===== src/hw/rtl/phcc_pkg.sv =====
package phcc_pkg;

	// object table size and derived widths
	localparam int NUM_OBJECTS = 256;
	localparam int ID_W        = 8;
	localparam int ADDR_W      = (NUM_OBJECTS > 1) ? $clog2(NUM_OBJECTS) : 1;
	localparam int STEP_W      = $clog2(NUM_OBJECTS + 1);

	// command codes carried on tuser
	typedef enum logic [1:0] {
		CMD_SET_PARENT   = 2'd0,
		CMD_CLEAR_PARENT = 2'd1,
		CMD_SET_VISIBLE  = 2'd2,
		CMD_QUERY        = 2'd3
	} cmd_t;

	// one entry of the link store
	typedef struct packed {
		logic            visible;
		logic [ID_W-1:0] parent;
	} entry_t;

	localparam int ENTRY_W = $bits(entry_t);

endpackage


===== src/hw/rtl/phcc_ram.sv =====
module phcc_ram #(
	parameter int WIDTH = 8,
	parameter int DEPTH = 256
) (
	input  logic                                     clk,
	input  logic                                     wr_en,
	input  logic [((DEPTH > 1) ? $clog2(DEPTH) : 1)-1:0] wr_addr,
	input  logic [WIDTH-1:0]                         wr_data,
	input  logic [((DEPTH > 1) ? $clog2(DEPTH) : 1)-1:0] rd_addr,
	output logic [WIDTH-1:0]                         rd_data
);

	logic [WIDTH-1:0] mem_q [DEPTH];

	// single write port, registered read every cycle
	always_ff @(posedge clk) begin
		if (wr_en) begin
			mem_q[wr_addr] <= wr_data;
		end
		rd_data <= mem_q[rd_addr];
	end

endmodule


===== src/hw/rtl/phcc_store.sv =====
module phcc_store (
	input  logic                          clk,
	input  logic                          arst_n,
	input  logic [phcc_pkg::ADDR_W-1:0]   rd_addr,
	output phcc_pkg::entry_t              rd_entry,
	input  logic                          wr_en,
	input  logic [phcc_pkg::ADDR_W-1:0]   wr_addr,
	input  phcc_pkg::entry_t              wr_entry
);

	import phcc_pkg::*;

	logic [NUM_OBJECTS-1:0] valid_q;
	logic                   rd_valid_q;
	logic [ADDR_W-1:0]      rd_addr_q;
	logic [ENTRY_W-1:0]     ram_rdata;

	phcc_ram #(
		.WIDTH (ENTRY_W),
		.DEPTH (NUM_OBJECTS)
	) u_ram (
		.clk     (clk),
		.wr_en   (wr_en),
		.wr_addr (wr_addr),
		.wr_data (wr_entry),
		.rd_addr (rd_addr),
		.rd_data (ram_rdata)
	);

	// per-entry written flags, and the written flag of the read in flight; its address is registered below
	always_ff @(posedge clk or negedge arst_n) begin
		if (!arst_n) begin
			valid_q    <= '0;
			rd_valid_q <= 1'b0;
		end else begin
			if (wr_en) begin
				valid_q[wr_addr] <= 1'b1;
			end
			rd_valid_q <= valid_q[rd_addr];
		end
	end

	always_ff @(posedge clk) begin
		rd_addr_q <= rd_addr;
	end

	// an entry never written reads as a visible root
	always_comb begin
		if (rd_valid_q) begin
			rd_entry = entry_t'(ram_rdata);
		end else begin
			rd_entry.visible = 1'b1;
			rd_entry.parent  = ID_W'(rd_addr_q);
		end
	end

endmodule


===== src/hw/rtl/parent_hierarchy_cycle_check.sv =====
// channel   dir  tdata (lsb up)                                         tuser
// s_*       in   object_id[7:0] parent_id[15:8] visible_value[16]      command[1:0]
//                chain_walk[17], zero fill to 24 bits
// m_*       out  status[0] is_visible[1], zero fill to 8 bits          -
//
// one item at a time; a transfer reads the object in S_OBJ and then goes to S_RESULT for
// clear parent, set visible and a plain query; out-of-range ids go straight to S_RESULT
// set parent and a chained query that goes past the object walk the ancestors in S_WALK, up to
// a step count of NUM_OBJECTS: each step is one read of the single-read-port link store
// s_tready is high only when the sequencer is idle; a stalled result waits in the output
// register while the next item is taken
// asynchronous reset marks all entries unwritten, so every object is a visible root
module parent_hierarchy_cycle_check (
	input  logic        clk,
	input  logic        arst_n,
	input  logic        s_tvalid,
	output logic        s_tready,
	input  logic [23:0] s_tdata,  // object_id, parent_id, visible_value, chain_walk
	input  logic [1:0]  s_tuser,  // command
	output logic        m_tvalid,
	input  logic        m_tready,
	output logic [7:0]  m_tdata   // status, is_visible
);

	import phcc_pkg::*;

	typedef enum logic [1:0] {
		S_IDLE,
		S_OBJ,
		S_WALK,
		S_RESULT
	} state_t;

	state_t            state_q;
	cmd_t              cmd_q;
	logic [ADDR_W-1:0] obj_q;
	logic [ADDR_W-1:0] par_q;
	logic              vis_val_q;
	logic              chain_q;
	logic [ADDR_W-1:0] head_q;
	logic [STEP_W-1:0] steps_q;
	logic              vis_obj_q;
	logic              status_q;
	logic              answer_q;
	logic              m_tvalid_q;
	logic              res_status_q;
	logic              res_visible_q;

	logic [ID_W-1:0]   in_obj;
	logic [ID_W-1:0]   in_par;
	logic              in_obj_ok;
	logic              in_par_ok;
	logic              accept;
	logic              out_load;

	entry_t            ent;
	logic [ADDR_W-1:0] rd_addr;
	logic              wr_en;
	logic [ADDR_W-1:0] wr_addr;
	entry_t            wr_entry;
	logic              step_end;
	logic              up_is_head;
	logic              up_is_obj;

	assign in_obj    = s_tdata[7:0];
	assign in_par    = s_tdata[15:8];
	assign in_obj_ok = {1'b0, in_obj} < (ID_W + 1)'(NUM_OBJECTS);
	assign in_par_ok = {1'b0, in_par} < (ID_W + 1)'(NUM_OBJECTS);

	assign s_tready = (state_q == S_IDLE);
	assign accept   = s_tvalid && s_tready;
	assign m_tvalid = m_tvalid_q;
	assign m_tdata  = {6'b0, res_visible_q, res_status_q};

	// output register takes the result once it is free or being drained
	assign out_load = (state_q == S_RESULT) && (!m_tvalid_q || m_tready);

	phcc_store u_store (
		.clk      (clk),
		.arst_n   (arst_n),
		.rd_addr  (rd_addr),
		.rd_entry (ent),
		.wr_en    (wr_en),
		.wr_addr  (wr_addr),
		.wr_entry (wr_entry)
	);

	// walk compares on the entry just read
	assign step_end   = (steps_q == STEP_W'(NUM_OBJECTS));
	assign up_is_head = (ent.parent == ID_W'(head_q));
	assign up_is_obj  = (ent.parent == ID_W'(obj_q));

	// next read: the object on a transfer, then the new parent or the next ancestor
	always_comb begin
		unique case (state_q)
			S_IDLE:  rd_addr = in_obj[ADDR_W-1:0];
			S_OBJ:   rd_addr = (cmd_q == CMD_SET_PARENT) ? par_q : ent.parent[ADDR_W-1:0];
			S_WALK:  rd_addr = ent.parent[ADDR_W-1:0];
			default: rd_addr = head_q;
		endcase
	end

	// store updates, always on the object itself
	always_comb begin
		wr_en            = 1'b0;
		wr_addr          = obj_q;
		wr_entry.visible = ent.visible;
		wr_entry.parent  = ent.parent;
		if (state_q == S_OBJ) begin
			if (cmd_q == CMD_CLEAR_PARENT) begin
				wr_en           = 1'b1;
				wr_entry.parent = ID_W'(obj_q);
			end else if (cmd_q == CMD_SET_VISIBLE) begin
				wr_en            = 1'b1;
				wr_entry.visible = vis_val_q;
			end
		end else if (state_q == S_WALK && cmd_q == CMD_SET_PARENT) begin
			wr_en            = !step_end && up_is_head;
			wr_entry.visible = vis_obj_q;
			wr_entry.parent  = ID_W'(par_q);
		end
	end

	// sequencer and output register
	always_ff @(posedge clk or negedge arst_n) begin
		if (!arst_n) begin
			state_q       <= S_IDLE;
			cmd_q         <= CMD_SET_PARENT;
			obj_q         <= '0;
			par_q         <= '0;
			vis_val_q     <= 1'b0;
			chain_q       <= 1'b0;
			head_q        <= '0;
			steps_q       <= '0;
			vis_obj_q     <= 1'b0;
			status_q      <= 1'b0;
			answer_q      <= 1'b0;
			m_tvalid_q    <= 1'b0;
			res_status_q  <= 1'b0;
			res_visible_q <= 1'b0;
		end else begin
			if (out_load) begin
				m_tvalid_q <= 1'b1;
			end else if (m_tready) begin
				m_tvalid_q <= 1'b0;
			end
			unique case (state_q)
				S_IDLE: begin
					if (accept) begin
						cmd_q     <= cmd_t'(s_tuser);
						obj_q     <= in_obj[ADDR_W-1:0];
						par_q     <= in_par[ADDR_W-1:0];
						vis_val_q <= s_tdata[16];
						chain_q   <= s_tdata[17];
						head_q    <= in_obj[ADDR_W-1:0];
						steps_q   <= '0;
						status_q  <= 1'b0;
						answer_q  <= 1'b0;
						if (!in_obj_ok ||
						    (cmd_t'(s_tuser) == CMD_SET_PARENT && !in_par_ok)) begin
							state_q <= S_RESULT;
						end else begin
							state_q <= S_OBJ;
						end
					end
				end
				S_OBJ: begin
					unique case (cmd_q)
						CMD_SET_PARENT: begin
							vis_obj_q <= ent.visible;
							head_q    <= par_q;
							steps_q   <= '0;
							state_q   <= S_WALK;
						end
						CMD_CLEAR_PARENT, CMD_SET_VISIBLE: begin
							state_q <= S_RESULT;
						end
						CMD_QUERY: begin
							if (!chain_q || !ent.visible) begin
								answer_q <= ent.visible;
								state_q  <= S_RESULT;
							end else if (up_is_head) begin
								answer_q <= 1'b1;
								state_q  <= S_RESULT;
							end else begin
								head_q  <= ent.parent[ADDR_W-1:0];
								steps_q <= STEP_W'(1);
								state_q <= S_WALK;
							end
						end
					endcase
				end
				S_WALK: begin
					if (cmd_q == CMD_SET_PARENT) begin
						// refuse when the object turns up above the new parent or the step bound is reached
						if (step_end || (!up_is_head && up_is_obj)) begin
							status_q <= 1'b1;
							state_q  <= S_RESULT;
						end else if (up_is_head) begin
							state_q <= S_RESULT;
						end else begin
							head_q  <= ent.parent[ADDR_W-1:0];
							steps_q <= steps_q + STEP_W'(1);
						end
					end else begin
						// chained visibility: stop at a hidden ancestor, the root or the step bound
						if (!ent.visible) begin
							answer_q <= 1'b0;
							state_q  <= S_RESULT;
						end else if (step_end || up_is_head) begin
							answer_q <= 1'b1;
							state_q  <= S_RESULT;
						end else begin
							head_q  <= ent.parent[ADDR_W-1:0];
							steps_q <= steps_q + STEP_W'(1);
						end
					end
				end
				S_RESULT: begin
					if (out_load) begin
						res_status_q  <= status_q;
						res_visible_q <= answer_q;
						state_q       <= S_IDLE;
					end
				end
				default: begin
					state_q <= S_IDLE;
				end
			endcase
		end
	end

	// a refused link never comes with a visibility answer
	a_status_excl: assert property (@(posedge clk) disable iff (!arst_n)
		m_tvalid |-> !(m_tdata[0] && m_tdata[1]))
		else $error("status and is_visible both set");

	// the ancestor walk stays within its bound
	a_step_bound: assert property (@(posedge clk) disable iff (!arst_n)
		state_q == S_WALK |-> steps_q <= STEP_W'(NUM_OBJECTS))
		else $error("walk step count beyond table size");

	// a transfer always starts work
	a_busy_after: assert property (@(posedge clk) disable iff (!arst_n)
		s_tvalid && s_tready |=> state_q != S_IDLE)
		else $error("sequencer idle after an input transfer");

	// only a set parent can end with a refusal
	a_status_cmd: assert property (@(posedge clk) disable iff (!arst_n)
		state_q == S_RESULT && status_q |-> cmd_q == CMD_SET_PARENT)
		else $error("refusal on a command other than set parent");

endmodule


===== config.mk =====
export PLATFORM = sky130hd
export DESIGN_NAME = parent_hierarchy_cycle_check
export DESIGN_NICKNAME = d
export VERILOG_FILES = /design/src/hw/rtl/phcc_pkg.sv /design/src/hw/rtl/phcc_ram.sv /design/src/hw/rtl/phcc_store.sv /design/src/hw/rtl/parent_hierarchy_cycle_check.sv
export SDC_FILE = /design/constraint.sdc
export NUM_CORES = 2
export LEC_CHECK = 0
export BUFFER_PORTS_ARGS = -buffer_cell sky130_fd_sc_hd__buf_2
export CAP_MARGIN = 15
export CORE_MARGIN = 8
export CORE_UTILIZATION = 55
export CTS_BUF_LIST = sky130_fd_sc_hd__clkbuf_8 sky130_fd_sc_hd__clkbuf_16
export DETAILED_ROUTE_END_ITERATION = 8
export GPL_ROUTABILITY_DRIVEN = 0
export PLACE_DENSITY = 0.7
export SLEW_MARGIN = 20
export SYNTH_ARGS = -nofsm -noshare
export SYNTH_HDL_FRONTEND = slang
export SYNTH_SLANG_ARGS = --single-unit

===== constraint.sdc =====
create_clock -name clk -period 31.9 [get_ports clk]
set_input_delay 3.19 -clock clk [delete_from_list [all_inputs] [get_ports clk]]
set_output_delay 3.19 -clock clk [all_outputs]
set_load 0.02 [all_outputs]

Word level (Yosys, flattened, before mapping)
Memory sizes are Yosys's and may differ from the RTL's. A register that Yosys moved wholly into a read port is not among the register bits.
Index checks and enable logic that the tools add are counted.
- $add $sub $neg: 1
- $lt $le $gt $ge: 3
- equal/unequal tests: 26
- multiplexer cells: 61
- bitwise gates (word level): 1
- reductions and logical operators: 29
- operator list (cell ; number):
    bitwise OR 256 bit ; 1
    2-to-1 mux 9 bit ; 11
    2-to-1 mux 8 bit ; 9
    one-hot mux 8 bit (3 select lines) ; 2
    one-hot mux 9 bit (3 select lines) ; 1
    2-to-1 mux 1 bit ; 23
    less-than comparator 8 x 9 -> 1 bit (second input constant) ; 2
    != test 3 bit (second input constant) ; 6
    one-hot mux 9 bit (2 select lines) ; 1
    == test 8 bit ; 2
    one-hot mux 8 bit (2 select lines) ; 1
    2-to-1 mux 2 bit ; 7
    adder 9 x 1 -> 9 bit (second input constant) ; 1
    == test 9 bit (second input constant) ; 1
    != test 3 x 2 -> 1 bit (second input constant) ; 3
    AND reduction 9 bit ; 1
    binary-select mux 1 bit (select 8 bit) ; 1
    demux 1 bit (select 8 bit) ; 1
    == test 2 bit (second input constant) ; 4
    >= comparator 8 x 1 -> 1 bit (second input constant) ; 1
    != test 4 x 3 -> 1 bit (second input constant) ; 2
    one-hot mux 2 bit (4 select lines) ; 1
    AND reduction 4 bit ; 2
    AND reduction 7 bit ; 1
    15 further kinds ; 36
- register bits after elaboration: 310
- bits in writable memories: 2304
- bits of input ports: 30
- output and inout port bits: 10
- word-level logic and storage cells: 139
- memories kept: 1
- memories (name ; words ; width ; rd ports ; clocked after memory_dff ; wr ports ; RTL line ; source):
    u_store.u_ram.mem_q ; 256 ; 9 ; 1 ; 1 ; 1 ; phcc_ram.sv:13 ; logic [WIDTH-1:0] mem_q [DEPTH];

Depth between registers and ports, before layout
- depth after elaboration: 8
- gate-level depth with buffers: 18
- mapped depth without buffers: 13

Hierarchy
A second synthesis with hierarchy kept.
- cells, all modules: 5462
- area, all modules: 104031.0 µm²
- modules (own cells, without submodules) (module ; times used ; cells an instance ; area an instance (µm²) ; sequential area each (µm²)):
    phcc_ram ; 1 ; 4237 ; 89278.1 ; 69366.5
    phcc_store ; 1 ; 858 ; 11357.1 ; 6591.3
    parent_hierarchy_cycle_check ; 1 ; 367 ; 3395.8 ; 1126.1

Worst setup path after synthesis
Ideal clock, no wire load.
- path kind: flip-flop to flip-flop
- from: register cmd_q[0]
- to: memory u_store.u_ram.mem_q[0][0] (netlist bit), data pin
- setup time: 2187 ps
- arrival time: 11612 ps
- required time: 29713 ps
- slack: 18101 ps
- cell stages (with the launch flop): 10
- buffers on the path: 4
- clock period less this slack: 13799 ps
- cells stage by stage: dfrtp_1 -> inv_1 -> ha_1 -> buf_2 -> clkbuf_1 -> nand2_1 -> clkbuf_1 -> clkbuf_1 -> o21ai_0 -> o21ai_0
- cells in the longest elaborated chain, start to end: 4
- elaborated cells between the ends (all ways): 6
- classes of those cells: eq/ne: 1; mux: 3; reduce/logical: 2
- ends and longest elaborated chain (what ; RTL line ; source):
    start: declaration ; parent_hierarchy_cycle_check.sv:35 ; cmd_t cmd_q;
    start signal: assignment ; parent_hierarchy_cycle_check.sv:150 ; cmd_q <= cmd_t'(s_tuser);
    logical NOT 2 bit ; parent_hierarchy_cycle_check.sv:117 ; end else if (state_q == S_WALK && cmd_q == CMD_SET_PARENT) begin
    logical AND 1 bit ; parent_hierarchy_cycle_check.sv:117 ;
    2-to-1 mux 9 bit ; parent_hierarchy_cycle_check.sv:117 ;
    2-to-1 mux 9 bit (*) ; parent_hierarchy_cycle_check.sv:109 ; if (state_q == S_OBJ) begin
    net u_store.u_ram.wr_data[0] ; phcc_ram.sv:8 ; input logic [WIDTH-1:0] wr_data,
    end: declaration ; phcc_ram.sv:13 ;
Mark *: on every way through the listed nets, which the timed path passes. The rest lies on a longest branch.

Worst setup path in the final report
- from: input port s_tdata[1]
- to: register u_store.u_ram.rd_data[8] (read register of u_store.u_ram.mem_q)
- cells in the longest elaborated chain, start to end: 1
- ends and longest elaborated chain (what ; RTL line ; source):
    start: declaration ; parent_hierarchy_cycle_check.sv:18 ; input logic [23:0] s_tdata,
    one-hot mux 8 bit (3 select lines) ; parent_hierarchy_cycle_check.sv:95 ; unique case (state_q)
    end: declaration ; phcc_ram.sv:10 ; output logic [WIDTH-1:0] rd_data
Every way passes these cells.
A chain may end at the register's enable or synchronous reset.

==> impl_metrics.env <==
export IMPL_drv_slew=0
export IMPL_worst_path_max_fanout=108
export IMPL_synth_cells=8354
export IMPL_ys_ff_latch=2623
export IMPL_end_kind="register"
export IMPL_syn_cell_area_mm2=0.106
export IMPL_die_x_um=455
export IMPL_hold_viol=0
export IMPL_rrSetupSlack_ns=24.03
export IMPL_viasPerCell=6.29
export IMPL_required_ns=32.66
export IMPL_root_buffer="clkbuf_16"
export IMPL_r2r_start="state_q[0]"
export IMPL_fin_crit_sh_pct=28.3
export IMPL_core_mm2=0.192
export IMPL_nets=8240
export IMPL_layout_cells_non_filler=10900
export IMPL_detail_route_antenna_nets=0
export IMPL_crit_end="u_store.u_ram.rd_data[8]"
export IMPL_grt_pass1_vias=65000
export IMPL_tightest_slew_ns=1.15
export IMPL_status="finished, final reports clean"
export IMPL_fin_skew_ns=0.0546
export IMPL_ys_warn_count=0
export IMPL_fin_crit_ns=9.04
export IMPL_cpPeakStageDelay_ns=0.78
export IMPL_htreeDepth=5
export IMPL_slew_headroom_pct=23.1
export IMPL_cts_tree="yes"
export IMPL_path_depth=15
export IMPL_first_iter_violations=9061
export IMPL_vias=68700
export IMPL_pin_count=40
export IMPL_grt_overflow=0
export IMPL_path_class="input port to register"
export IMPL_tns_ns=0
export IMPL_arrival_ns=9.80
export IMPL_finalSetupViolations=0
export IMPL_r2r_end="u_store.u_ram.rd_data[8]"
export IMPL_post_dp_hpwl_um=155000
export IMPL_worst_skew_pair_late_latency_ns=0.91
export IMPL_synth_seq_area_share_pct=72.8
export IMPL_grt_pass1_wl_um=417000
export IMPL_post_place_cells=10400
export IMPL_ctsResizeCount=0
export IMPL_cap_violations=0
export IMPL_port_buffer_count=27
export IMPL_grt_usage_pct=26.6
export IMPL_netlist_cell_type_count=77
export IMPL_wl_per_cell_um=25.8
export IMPL_critPathTopFamily="buffers and inverters"
export IMPL_cts_hold_buf=0
export IMPL_path_common_cell="buf_4"
export IMPL_critPathBufInv=6
export IMPL_drc_errors=0
export IMPL_synth_edff_count=2304
export IMPL_async_reset_ff_share_pct=11.5
export IMPL_start_util_pct=55.2
export IMPL_synth_main_ff_cell="edfxtp_1"
export IMPL_antenna_found_initial=7
export IMPL_cts_inserted_buffers=278
export IMPL_crit_slowest_cell="buf_4"
export IMPL_syn_to_final_growth_pct=9.83
export IMPL_cts_sinks=2623
export IMPL_grt_max_degree=205
export IMPL_routed_wl_um=282000
export IMPL_layout_common_cells="nand2_1 (2,360), edfxtp_1 (2,304), nand3_1 (1,015)"
export IMPL_rsz0062_at_grt="no"
export IMPL_die_area_mm2=0.207
export IMPL_cts_setup_buffers=0
export IMPL_crit_path_cell_trace="buf_2 > a21oi_1 > o211ai_1 > nand3_4 > buf_4 > buf_12 > buf_4 > buf_4 > buf_4 > nand3_1 > a31oi_1 > nand4_1 > nand4b_1 > o22ai_1 > nor3_1"
export IMPL_timing_fmax_mhz=111
export IMPL_fp_dieH_um=455
export IMPL_startpoint="s_tdata[1]"
export IMPL_rows=161
export IMPL_start_kind="input port"
export IMPL_syn_avg_cell_area_um2=12.7
export IMPL_clock_path_buffers=4
export IMPL_firstDrtPassIters=6
export IMPL_drive_above_1_share_pct=7.88
export IMPL_holdCritPathClass="register to register"
export IMPL_final_common_cell="nand2_1"
export IMPL_cts_clk_slew_worst_paths_ns=0.06
export IMPL_reg2reg_depth=16
## area by class of cell
cell class	count	area [µm²]
Clock buffer	296	7270
Multi-Input combinational cell	5115	26300
Timing Repair Buffer	155	1310
Antenna cell	7	17.5
Inverter	26	131
Clock inverter	176	1080
Fill cell	14300	75600
Sequential cell	2623	77100
Tap cell	2526	3160
## how the worst min path moves through the flow
stage | startpoint | end | slack (ns) | cells after the start
after global placement | u_store.valid_q[224] | u_store.valid_q[224] | 0.45 | 1
after global routing | u_store.valid_q[28] | u_store.valid_q[28] | 0.47 | 1
after CTS | u_store.valid_q[164] | u_store.valid_q[164] | 0.47 | 1
after floorplan | u_store.valid_q[132] | u_store.valid_q[132] | 0.43 | 1
after detailed placement | u_store.valid_q[28] | u_store.valid_q[28] | 0.45 | 1
final | u_store.valid_q[208] | u_store.valid_q[208] | 0.46 | 1
## worst reg2reg max path: cells and delay by family (launching register included)
family                     cells  cell delay [ns]
AOI/OAI and AO/OA              3             1.15
and+or+nand+nor                5             1.78
adders and majority gates      1             0.37
DFF                            1             0.40
buffers and inverters          7             4.04
## routing by layer
metal  track usage [%]  wire, µm
met5                 0         8
met2              40.4    128000
met1              37.5    110000
met3              5.26     29400
met4              12.1     14400
## synthesized netlist by cell type (all sizes together), types with 2 or more instances
library cell | number | area, µm²
a2111oi | 4 | 55.1
a211oi | 5 | 42.5
a21boi | 2 | 15.0
a21o | 2 | 15.0
a21oi | 31 | 155
a221o | 2 | 20.0
a221oi | 3 | 26.3
a22oi | 3 | 22.5
a311oi | 106 | 928
a31oi | 158 | 988
a32o | 5 | 50.1
a32oi | 123 | 1080
a41oi | 11 | 96.3
and2 | 4 | 25.0
and3 | 165 | 1030
and4 | 12 | 105
buf | 370 | 1880
clkbuf | 225 | 845
dfrtp | 302 | 7560
dfxtp | 17 | 340
edfxtp | 2304 | 69200
ha | 11 | 138
inv | 25 | 96.4
mux2 | 24 | 270
mux2i | 146 | 1550
nand2 | 2375 | 8940
nand2b | 13 | 81.3
nand3 | 1020 | 5120
nand4 | 118 | 738
nand4b | 24 | 210
nor2 | 285 | 1190
nor2b | 11 | 68.8
nor3 | 18 | 116
nor3b | 2 | 20.0
nor4 | 8 | 98.9
o211ai | 4 | 30.0
o21ai | 100 | 504
o21bai | 193 | 1450
o22ai | 28 | 175
or2 | 63 | 397
or3 | 2 | 12.5
xnor2 | 21 | 191
## per-stage QoR
| stage | setup slack, ns | hold slack, ns | area [µm²] | utilization, % |
|---|---|---|---|---|
| after global routing | 22.82 | 0.471 | 116000 | 60.6 |
| after CTS | 23.18 | 0.467 | 116000 | 60.6 |
| after detailed placement | 22.25 | 0.449 | 108000 | 56.2 |
| after global placement | 22.36 | 0.447 | 108000 | 56.2 |
| after floorplan | 18.10 | 0.433 | 106000 | - |
| final | 22.86 | 0.464 | 116000 | 60.6 |
## kinds of logic (layout without fill, tap and decap cells)
logic type	Yosys count	in the layout	synth area share, %
compound gates	783	783	5.37
flops	2623	2623	72.8
xor+xnor	21	21	0.181
simple gates	4124	4124	17.2
buf+inv	621	653	2.67
other cells	1	13	0.00354
fa+ha+maj	11	11	0.130
mux	170	170	1.72
## flip-flops by register name, indices dropped and copies added, names as in the netlist, 2 cells and up
signal and cells:
u_store.u_ram.mem_q 2304, u_store.valid_q 256, steps_q 9, u_store.u_ram.rd_data 9
head_q 8, obj_q 8, par_q 8, u_store.rd_addr_q 8
cmd_q 2, state_q 2
Power is left out: the tool's default activity adds up to more than one toggle a clock period on the data nets, which glitch-free logic cannot reach.
